===== src/design/sipq_pkg.sv =====
package sipq_pkg;

	localparam int DATA_W    = 32;
	localparam int PRIO_W    = 16;
	localparam int HPRIO_W   = 17;
	localparam int CAP_W     = 5;
	localparam int STATUS_W  = 2;
	localparam int COUNT_O_W = 5;

	localparam logic [CAP_W-1:0] CAP_RESET = 5'd16;

	localparam logic OP_INSERT = 1'b0;
	localparam logic OP_REMOVE = 1'b1;

	localparam logic [STATUS_W-1:0] ST_OK       = 2'd0;
	localparam logic [STATUS_W-1:0] ST_BAD_PRIO = 2'd1;
	localparam logic [STATUS_W-1:0] ST_FULL     = 2'd2;
	localparam logic [STATUS_W-1:0] ST_EMPTY    = 2'd3;

	// commands from the controller to the datapath
	typedef struct packed {
		logic capture;
		logic execute;
	} cmd_t;

endpackage


===== src/design/sipq_ctrl.sv =====
module sipq_ctrl (
	input  logic           clk,
	input  logic           arst_n,
	input  logic           in_valid,
	output logic           in_stall,
	output logic           out_valid,
	input  logic           out_stall,
	output sipq_pkg::cmd_t cmd
);
	import sipq_pkg::*;

	typedef enum logic [1:0] {
		S_IDLE = 2'b01,
		S_EXEC = 2'b10
	} state_t;

	state_t state_q;
	state_t state_d;
	logic   out_valid_q;
	logic   slot_free;

	assign slot_free   = !out_valid_q || !out_stall;
	assign in_stall    = (state_q != S_IDLE);
	assign cmd.capture = in_valid && (state_q == S_IDLE);
	assign cmd.execute = (state_q == S_EXEC) && slot_free;
	assign out_valid   = out_valid_q;

	always_comb begin
		state_d = state_q;
		case (state_q)
			S_IDLE: begin
				if (in_valid) state_d = S_EXEC;
			end
			S_EXEC: begin
				if (slot_free) state_d = S_IDLE;
			end
			default: state_d = S_IDLE;
		endcase
	end

	always_ff @(posedge clk or negedge arst_n) begin
		if (!arst_n) begin
			state_q     <= S_IDLE;
			out_valid_q <= 1'b0;
		end else begin
			state_q <= state_d;
			if (cmd.execute) out_valid_q <= 1'b1;
			else if (!out_stall) out_valid_q <= 1'b0;
		end
	end

	// a result never overwrites one that is still waiting
	a_no_overwrite: assert property (@(posedge clk) disable iff (!arst_n)
		cmd.execute |-> !(out_valid_q && out_stall))
		else $error("result register overwritten while stalled");

	// every captured request moves the controller into the execute state
	a_capture_then_exec: assert property (@(posedge clk) disable iff (!arst_n)
		cmd.capture |=> (state_q == S_EXEC))
		else $error("captured request not held for execution");

	// a stalled result stays until it is taken
	a_hold_stalled: assert property (@(posedge clk) disable iff (!arst_n)
		(out_valid_q && out_stall) |=> out_valid_q)
		else $error("stalled result dropped");

endmodule


===== src/design/sipq_dpath.sv =====
module sipq_dpath #(
	parameter int QUEUE_DEPTH = 16
) (
	input  logic                                   clk,
	input  logic                                   arst_n,
	input  sipq_pkg::cmd_t                         cmd,
	input  logic                                   cfg_wr_en,
	input  logic        [sipq_pkg::CAP_W-1:0]      cfg_wr_data,
	input  logic                                   operation,
	input  logic signed [sipq_pkg::DATA_W-1:0]     item_data,
	input  logic        [sipq_pkg::PRIO_W-1:0]     item_priority,
	output logic        [sipq_pkg::STATUS_W-1:0]   status,
	output logic signed [sipq_pkg::DATA_W-1:0]     head_data,
	output logic signed [sipq_pkg::HPRIO_W-1:0]    head_priority,
	output logic        [sipq_pkg::COUNT_O_W-1:0]  entry_count
);
	import sipq_pkg::*;

	localparam int CNT_W = $clog2(QUEUE_DEPTH + 1);
	localparam int CMP_W = (CNT_W > CAP_W) ? CNT_W : CAP_W;

	logic [CAP_W-1:0]  cap_q;
	logic [CNT_W-1:0]  count_q;
	logic              op_q;
	logic [DATA_W-1:0] data_q;
	logic [PRIO_W-1:0] prio_q;

	logic [DATA_W-1:0] cell_data_q [QUEUE_DEPTH];
	logic [PRIO_W-1:0] cell_prio_q [QUEUE_DEPTH];
	logic [QUEUE_DEPTH-1:0] take;

	logic [CMP_W-1:0] count_ext;
	logic             is_full;
	logic             is_empty;
	logic             insert_ok;
	logic             remove_ok;

	logic [STATUS_W-1:0]  status_q;
	logic [DATA_W-1:0]    head_data_q;
	logic [HPRIO_W-1:0]   head_prio_q;
	logic [COUNT_O_W-1:0] entry_count_q;

	assign count_ext = CMP_W'(count_q);
	assign is_full   = (count_ext >= CMP_W'(cap_q)) || (count_ext >= CMP_W'(QUEUE_DEPTH));
	assign is_empty  = (count_q == '0);
	assign insert_ok = (op_q == OP_INSERT) && (prio_q != '0) && !is_full;
	assign remove_ok = (op_q == OP_REMOVE) && !is_empty;

	// a cell moves down when it lies past the count or holds a larger number
	always_comb begin
		for (int k = 0; k < QUEUE_DEPTH; k++) begin
			take[k] = (CNT_W'(k) >= count_q) || (cell_prio_q[k] > prio_q);
		end
	end

	for (genvar g = 0; g < QUEUE_DEPTH; g++) begin : g_cell
		always_ff @(posedge clk) begin
			if (cmd.execute && insert_ok && take[g]) begin
				if (g == 0) begin
					cell_data_q[g] <= data_q;
					cell_prio_q[g] <= prio_q;
				end else if (!take[(g == 0) ? 0 : g-1]) begin
					cell_data_q[g] <= data_q;
					cell_prio_q[g] <= prio_q;
				end else begin
					cell_data_q[g] <= cell_data_q[(g == 0) ? 0 : g-1];
					cell_prio_q[g] <= cell_prio_q[(g == 0) ? 0 : g-1];
				end
			end else if (cmd.execute && remove_ok && (g < QUEUE_DEPTH-1)) begin
				cell_data_q[g] <= cell_data_q[(g < QUEUE_DEPTH-1) ? g+1 : g];
				cell_prio_q[g] <= cell_prio_q[(g < QUEUE_DEPTH-1) ? g+1 : g];
			end
		end
	end

	always_ff @(posedge clk) begin
		if (cmd.capture) begin
			op_q   <= operation;
			data_q <= item_data;
			prio_q <= item_priority;
		end
	end

	always_ff @(posedge clk or negedge arst_n) begin
		if (!arst_n) begin
			cap_q   <= CAP_RESET;
			count_q <= '0;
		end else begin
			if (cfg_wr_en) cap_q <= cfg_wr_data;
			if (cmd.execute && insert_ok) count_q <= count_q + CNT_W'(1);
			else if (cmd.execute && remove_ok) count_q <= count_q - CNT_W'(1);
		end
	end

	// result register, loaded with the outcome of the executed request
	always_ff @(posedge clk) begin
		if (cmd.execute) begin
			head_data_q <= '1;
			head_prio_q <= '1;
			status_q    <= ST_OK;
			if (op_q == OP_INSERT) begin
				if (prio_q == '0) status_q <= ST_BAD_PRIO;
				else if (is_full) status_q <= ST_FULL;
				if (insert_ok) entry_count_q <= COUNT_O_W'(count_ext + CMP_W'(1));
				else entry_count_q <= COUNT_O_W'(count_ext);
			end else begin
				if (is_empty) begin
					status_q      <= ST_EMPTY;
					entry_count_q <= COUNT_O_W'(count_ext);
				end else begin
					head_data_q   <= cell_data_q[0];
					head_prio_q   <= {1'b0, cell_prio_q[0]};
					entry_count_q <= COUNT_O_W'(count_ext - CMP_W'(1));
				end
			end
		end
	end

	assign status        = status_q;
	assign head_data     = head_data_q;
	assign head_priority = head_prio_q;
	assign entry_count   = entry_count_q;

	a_count_bound: assert property (@(posedge clk) disable iff (!arst_n)
		count_q <= CNT_W'(QUEUE_DEPTH))
		else $error("entry count beyond queue depth");

	a_remove_dec: assert property (@(posedge clk) disable iff (!arst_n)
		(cmd.execute && remove_ok) |=> (count_q == $past(count_q) - CNT_W'(1)))
		else $error("remove did not decrement the count");

	a_bad_prio_hold: assert property (@(posedge clk) disable iff (!arst_n)
		(cmd.execute && (op_q == OP_INSERT) && (prio_q == '0)) |=> $stable(count_q))
		else $error("rejected insert changed the count");

	a_head_sorted: assert property (@(posedge clk) disable iff (!arst_n)
		(count_q >= CNT_W'(2)) |-> (cell_prio_q[0] <= cell_prio_q[1]))
		else $error("head entry out of order");

endmodule


===== src/design/sorted_insert_priority_queue_core.sv =====
// a request is captured into the operand registers at the accepting edge and executed once
// the result register is free, which then holds its outcome
// the controller captures and executes in turn, so no new request is taken until the last one executes;
// a waiting result does not block the next request, only its execution
// reset: arst_n clears the entry count and sets capacity to 16; entry cells are not cleared
module sorted_insert_priority_queue_core #(
	parameter int QUEUE_DEPTH = 16
) (
	input  logic                                   clk,
	input  logic                                   arst_n,
	input  logic                                   cfg_wr_en,
	input  logic        [sipq_pkg::CAP_W-1:0]      cfg_wr_data,
	input  logic                                   in_valid,
	output logic                                   in_stall,
	input  logic                                   operation,
	input  logic signed [sipq_pkg::DATA_W-1:0]     item_data,
	input  logic        [sipq_pkg::PRIO_W-1:0]     item_priority,
	output logic                                   out_valid,
	input  logic                                   out_stall,
	output logic        [sipq_pkg::STATUS_W-1:0]   status,
	output logic signed [sipq_pkg::DATA_W-1:0]     head_data,
	output logic signed [sipq_pkg::HPRIO_W-1:0]    head_priority,
	output logic        [sipq_pkg::COUNT_O_W-1:0]  entry_count
);
	import sipq_pkg::*;

	cmd_t cmd;

	sipq_ctrl u_ctrl (
		.clk       (clk),
		.arst_n    (arst_n),
		.in_valid  (in_valid),
		.in_stall  (in_stall),
		.out_valid (out_valid),
		.out_stall (out_stall),
		.cmd       (cmd)
	);

	sipq_dpath #(
		.QUEUE_DEPTH (QUEUE_DEPTH)
	) u_dpath (
		.clk           (clk),
		.arst_n        (arst_n),
		.cmd           (cmd),
		.cfg_wr_en     (cfg_wr_en),
		.cfg_wr_data   (cfg_wr_data),
		.operation     (operation),
		.item_data     (item_data),
		.item_priority (item_priority),
		.status        (status),
		.head_data     (head_data),
		.head_priority (head_priority),
		.entry_count   (entry_count)
	);

endmodule

===== config.mk =====
export PLATFORM = sky130hd
export DESIGN_NAME = sorted_insert_priority_queue_core
export DESIGN_NICKNAME = d
export VERILOG_FILES = /design/src/design/sipq_pkg.sv /design/src/design/sipq_ctrl.sv /design/src/design/sipq_dpath.sv /design/src/design/sorted_insert_priority_queue_core.sv
export SDC_FILE = /design/constraint.sdc
export NUM_CORES = 2
export LEC_CHECK = 0
export BUFFER_PORTS_ARGS = -buffer_cell sky130_fd_sc_hd__buf_2
export CAP_MARGIN = 20
export CORE_MARGIN = 2
export CORE_UTILIZATION = 39
export DETAILED_ROUTE_END_ITERATION = 7
export PLACE_DENSITY = 0.62
export SYNTH_ARGS = -nofsm -noshare
export SYNTH_HDL_FRONTEND = slang
export SYNTH_SLANG_ARGS = --single-unit
export TNS_END_PERCENT = 10

===== constraint.sdc =====
create_clock -name clk -period 9 [get_ports clk]
set_input_delay 1.8 -clock clk [delete_from_list [all_inputs] [get_ports clk]]
set_output_delay 1.8 -clock clk [all_outputs]
set_load 0.02 [all_outputs]

==> out/qor.yml <==
run_status:
  outcome: "finished clean"
routing:
  via_count: 35400
  wl_microns: 155000
  postRouteAntennaNets: 0
  post-route-drc-count: 0
  wl_per_cell_microns: 27.7
  dr.pass1.iters: 6
  via_per_inst: 6.35
  drt_iter0_markers: 4374
synthesis:
  syn_nets: 4243
  synthSimpleGateAreaFrac_pct: 10.0
  ys_seq_area_share_pct: 56.3
  synth_largest_area_cell: "edfxtp_1"
  syn_area_sq_mm: 0.0471
  netlist_instances: 3934
  netlist-cell-type-count: 74
  ys_seq_elements: 886
  synth-edff-count: 873
  yosysWarnings: 0
  synth_top_family_by_area: "compound AO/OA/AOI/OAI gates"
  synth-compound-area-share_pct: 18.6
  synth-xor-area-share_pct: 0.130
  synth_top_area_share_pct: 55.6
  synthAdderAreaFrac_pct: 6.64
  synth.avg_cell_area_sq_um: 12.0
  async_reset_ff_share_pct: 1.47
  synth_flop_cell: "edfxtp_1"
  synth_mux_area_share_pct: 4.78
  synth.area.top_cells: "edfxtp_1 (56%), ha_1 (6.6%), a221o_1 (5.9%), mux2i_1 (4.0%), nand2_1 (3.6%)"
floorplanning:
  initial_core_util_pct: 39.3
  boundaryPins: 117
  die_h_microns: 352
  fp.dieW_microns: 352
  die_area_sq_mm: 0.124
  rows: 127
  core_sq_mm: 0.120
sta:
  tightest_slew_ps: 1170
  report.final.slew_viol_count: 0
  final-hold-violation-count: 0
  fmax_mhz: 178
  period_share_pct: 62.5
  setup_viol: 0
  skew_ps: 58.5
  tns_ps: 0
  period_needed_ps: 5620
  rsz0062_at_grt: "false"
  relSlewSlack_pct: 22.0
clock_tree:
  ctsHoldBuffers: 0
  tritoncts: "done"
  clock_sinks: 886
  numCtsBuffers: 96
  post_cts_buffers: 0
  cts_htree_levels: 3
  post_cts_resize_count: 0
  cts-root-buf: "clkbuf_16"
  worstSkewPairLatency_ps: 720
  max-clock-path-buffers: 3
  clk_pin_slew_worst_paths_ps: 60
finish:
  layout-drive-gt1-share_pct: 10.5
  fillCellCount: 11000
  finish.net_count: 4195
  multiInputGateArea_sq_mm: 0.0192
  area_delta_synth_final_pct: 10.7
  register_area_sq_mm: 0.0265
critical_path:
  worstPathBufferInverterCount: 2
  critPathTopFamily: "compound AO/OA/AOI/OAI gates"
  worstPathCellList: "inv_1 > ha_1 > nand3b_1 > o21ai_0 > o21ai_0 > o31ai_1 > or4_4 > buf_4 > mux2i_1 > o21ai_0"
  arrival_ps: 6000
  worstSetupEndpointType: "flip-flop"
  critPathLaunchType: "flip-flop"
  cpMaxStageDelayCell: "o21ai_0"
  cp.required_ps: 9370
  cpPeakStageDelay_ps: 990
  crit_fanout: 30
  cpMostUsedCell: "o21ai_0"
  crit_type: "reg -> reg"
global_routing:
  grt_max_degree: 202
  grt_pass1_vias: 34100
  grt_pass1_wl_microns: 227000
  grt_remaining_overflow: 0
  antenna_found_initial: 1
  grt_usage_pct: 24.5
power:
  p_leak_nw: 19.6
  ir_drop_uv: 171
  p_per_area_mw_per_mm2: 208
  report.power.total_mw: 10.9
place:
  portBuffers: 116
  dp_hpwl_microns: 94500
  place_congestion: 0.914
min_path:
  min_path_type: "reg -> reg"
job:
  maxCapViolCount: 0
-- flip-flops by register name, indices dropped and copies added, names as in the netlist --
| name | count |
|---|---|
| u_dpath.cell_prio_q | 256 |
| u_dpath.count_ext | 5 |
| u_dpath.head_data | 32 |
| u_ctrl.out_valid | 1 |
| u_dpath.data_q | 32 |
| u_dpath.cap_q | 5 |
| u_dpath.status | 2 |
| u_dpath.prio_q | 16 |
| u_dpath.head_priority | 17 |
| u_dpath.cell_data_q | 512 |
| u_dpath.entry_count | 5 |
| u_ctrl.state_q | 2 |
| u_dpath.op_q | 1 |
-- report_power, final --
part	total [mW]	switching (mW)	internal [mW]	leakage (nW)
clock	3.85	1.76	2.09	1.44
combinational	1.93	1.32	0.615	10.1
sequential	5.09	0.218	4.87	8.06
total	10.9	3.29	7.58	19.6
-- kinds of logic (layout without fill, tap and decap cells) --
kind of cell / after synthesis / after routing
AO/OA/AOI/OAI: 1189 / 1189
XOR/XNOR: 7 / 7
adder cells (fa/ha/maj): 250 / 250
buffers and inverters: 385 / 414
flip-flops: 886 / 886
multiplexers: 221 / 221
other: 0 / 1
AND/OR/NAND/NOR: 996 / 996
-- Yosys cell counts (7+ instances only) --
cell / instances
ha_1: 250
a221o_1: 277
mux2_2: 34
buf_1: 16
nand4_1: 69
edfxtp_1: 873
buf_2: 87
and3_1: 114
a21oi_1: 269
nand3_1: 126
o211ai_1: 129
a21o_1: 85
nor4_1: 8
nand2b_1: 54
nand2_1: 454
mux2i_1: 187
a22o_1: 65
o21ai_0: 172
buf_4: 15
nor3_1: 11
nor2_1: 101
nor2b_1: 16
a211oi_1: 14
a22oi_1: 33
o21a_1: 10
o31ai_1: 35
dfrtp_1: 11
o2bb2a_1: 41
and2_1: 11
or2_2: 8
clkbuf_1: 219
a211o_1: 7
inv_1: 43
a31oi_1: 7
-- final timing paths --
path / end / slack, ps / from / depth (start not counted)
max: u_dpath.cell_prio_q[0][115]$_DFFE_PP_ / 3380 / u_dpath.count_ext[0]$_DFFE_PN0P_ / 10
max in group asynchronous: u_dpath.cap_q[4]$_DFFE_PN1P_ / 7710 / arst_n / 1
max reg2reg: u_dpath.cell_prio_q[0][115]$_DFFE_PP_ / 3380 / u_dpath.count_ext[0]$_DFFE_PN0P_ / 10
min in group asynchronous: u_ctrl.state_q[1]$_DFFE_PN0P_ / 990 / arst_n / 1
min: u_dpath.cap_q[0]$_DFFE_PN0P_ / 520 / u_dpath.cap_q[0]$_DFFE_PN0P_ / 1
min reg2reg: u_dpath.cap_q[0]$_DFFE_PN0P_ / 520 / u_dpath.cap_q[0]$_DFFE_PN0P_ / 1
-- layer usage --
metal / vias to the layer above / GRT usage [%] / routed length, microns
met5: - / 0 / 0
met4: 0 / 10.9 / 7360
met3: 324 / 3.68 / 13500
met2: 1964 / 38.5 / 70400
met1: 17700 / 33.6 / 63400
li1: 15400 / - / -
-- stage by stage --
stage	instances	setup WS (ps)	cell area, sq um	hold WS, ps	utilization [%]
floorplan	3934	2510	47100	478	-
global placement	5395	3480	49100	506	41.0
detailed placement	5398	3390	49200	510	41.0
CTS	5573	3500	52100	527	43.5
global route	5575	3210	52200	544	43.5
finish	5576	3380	52200	522	43.5
-- final cells by class --
cell class,count,area share [%]
Antenna cell,1,0.00480
Clock buffer,125,4.87
Sequential cell,886,50.9
Inverter,45,0.333
Clock inverter,50,0.798
Timing Repair Buffer,194,2.39
Multi-Input combinational cell,2663,36.9
Tap cell,1612,3.87
-- cell usage in the layout (no fill, tap or decap), types with 117 or more instances in the layout --
cell	netlist	final
mux2i_1	187	187
o211ai_1	129	129
o21ai_0	172	166
edfxtp_1	873	873
nand2_1	454	448
ha_1	250	250
a21oi_1	269	268
nand3_1	126	126
a221o_1	277	277
buf_2	87	117
(Power assumes the default switching activity.)
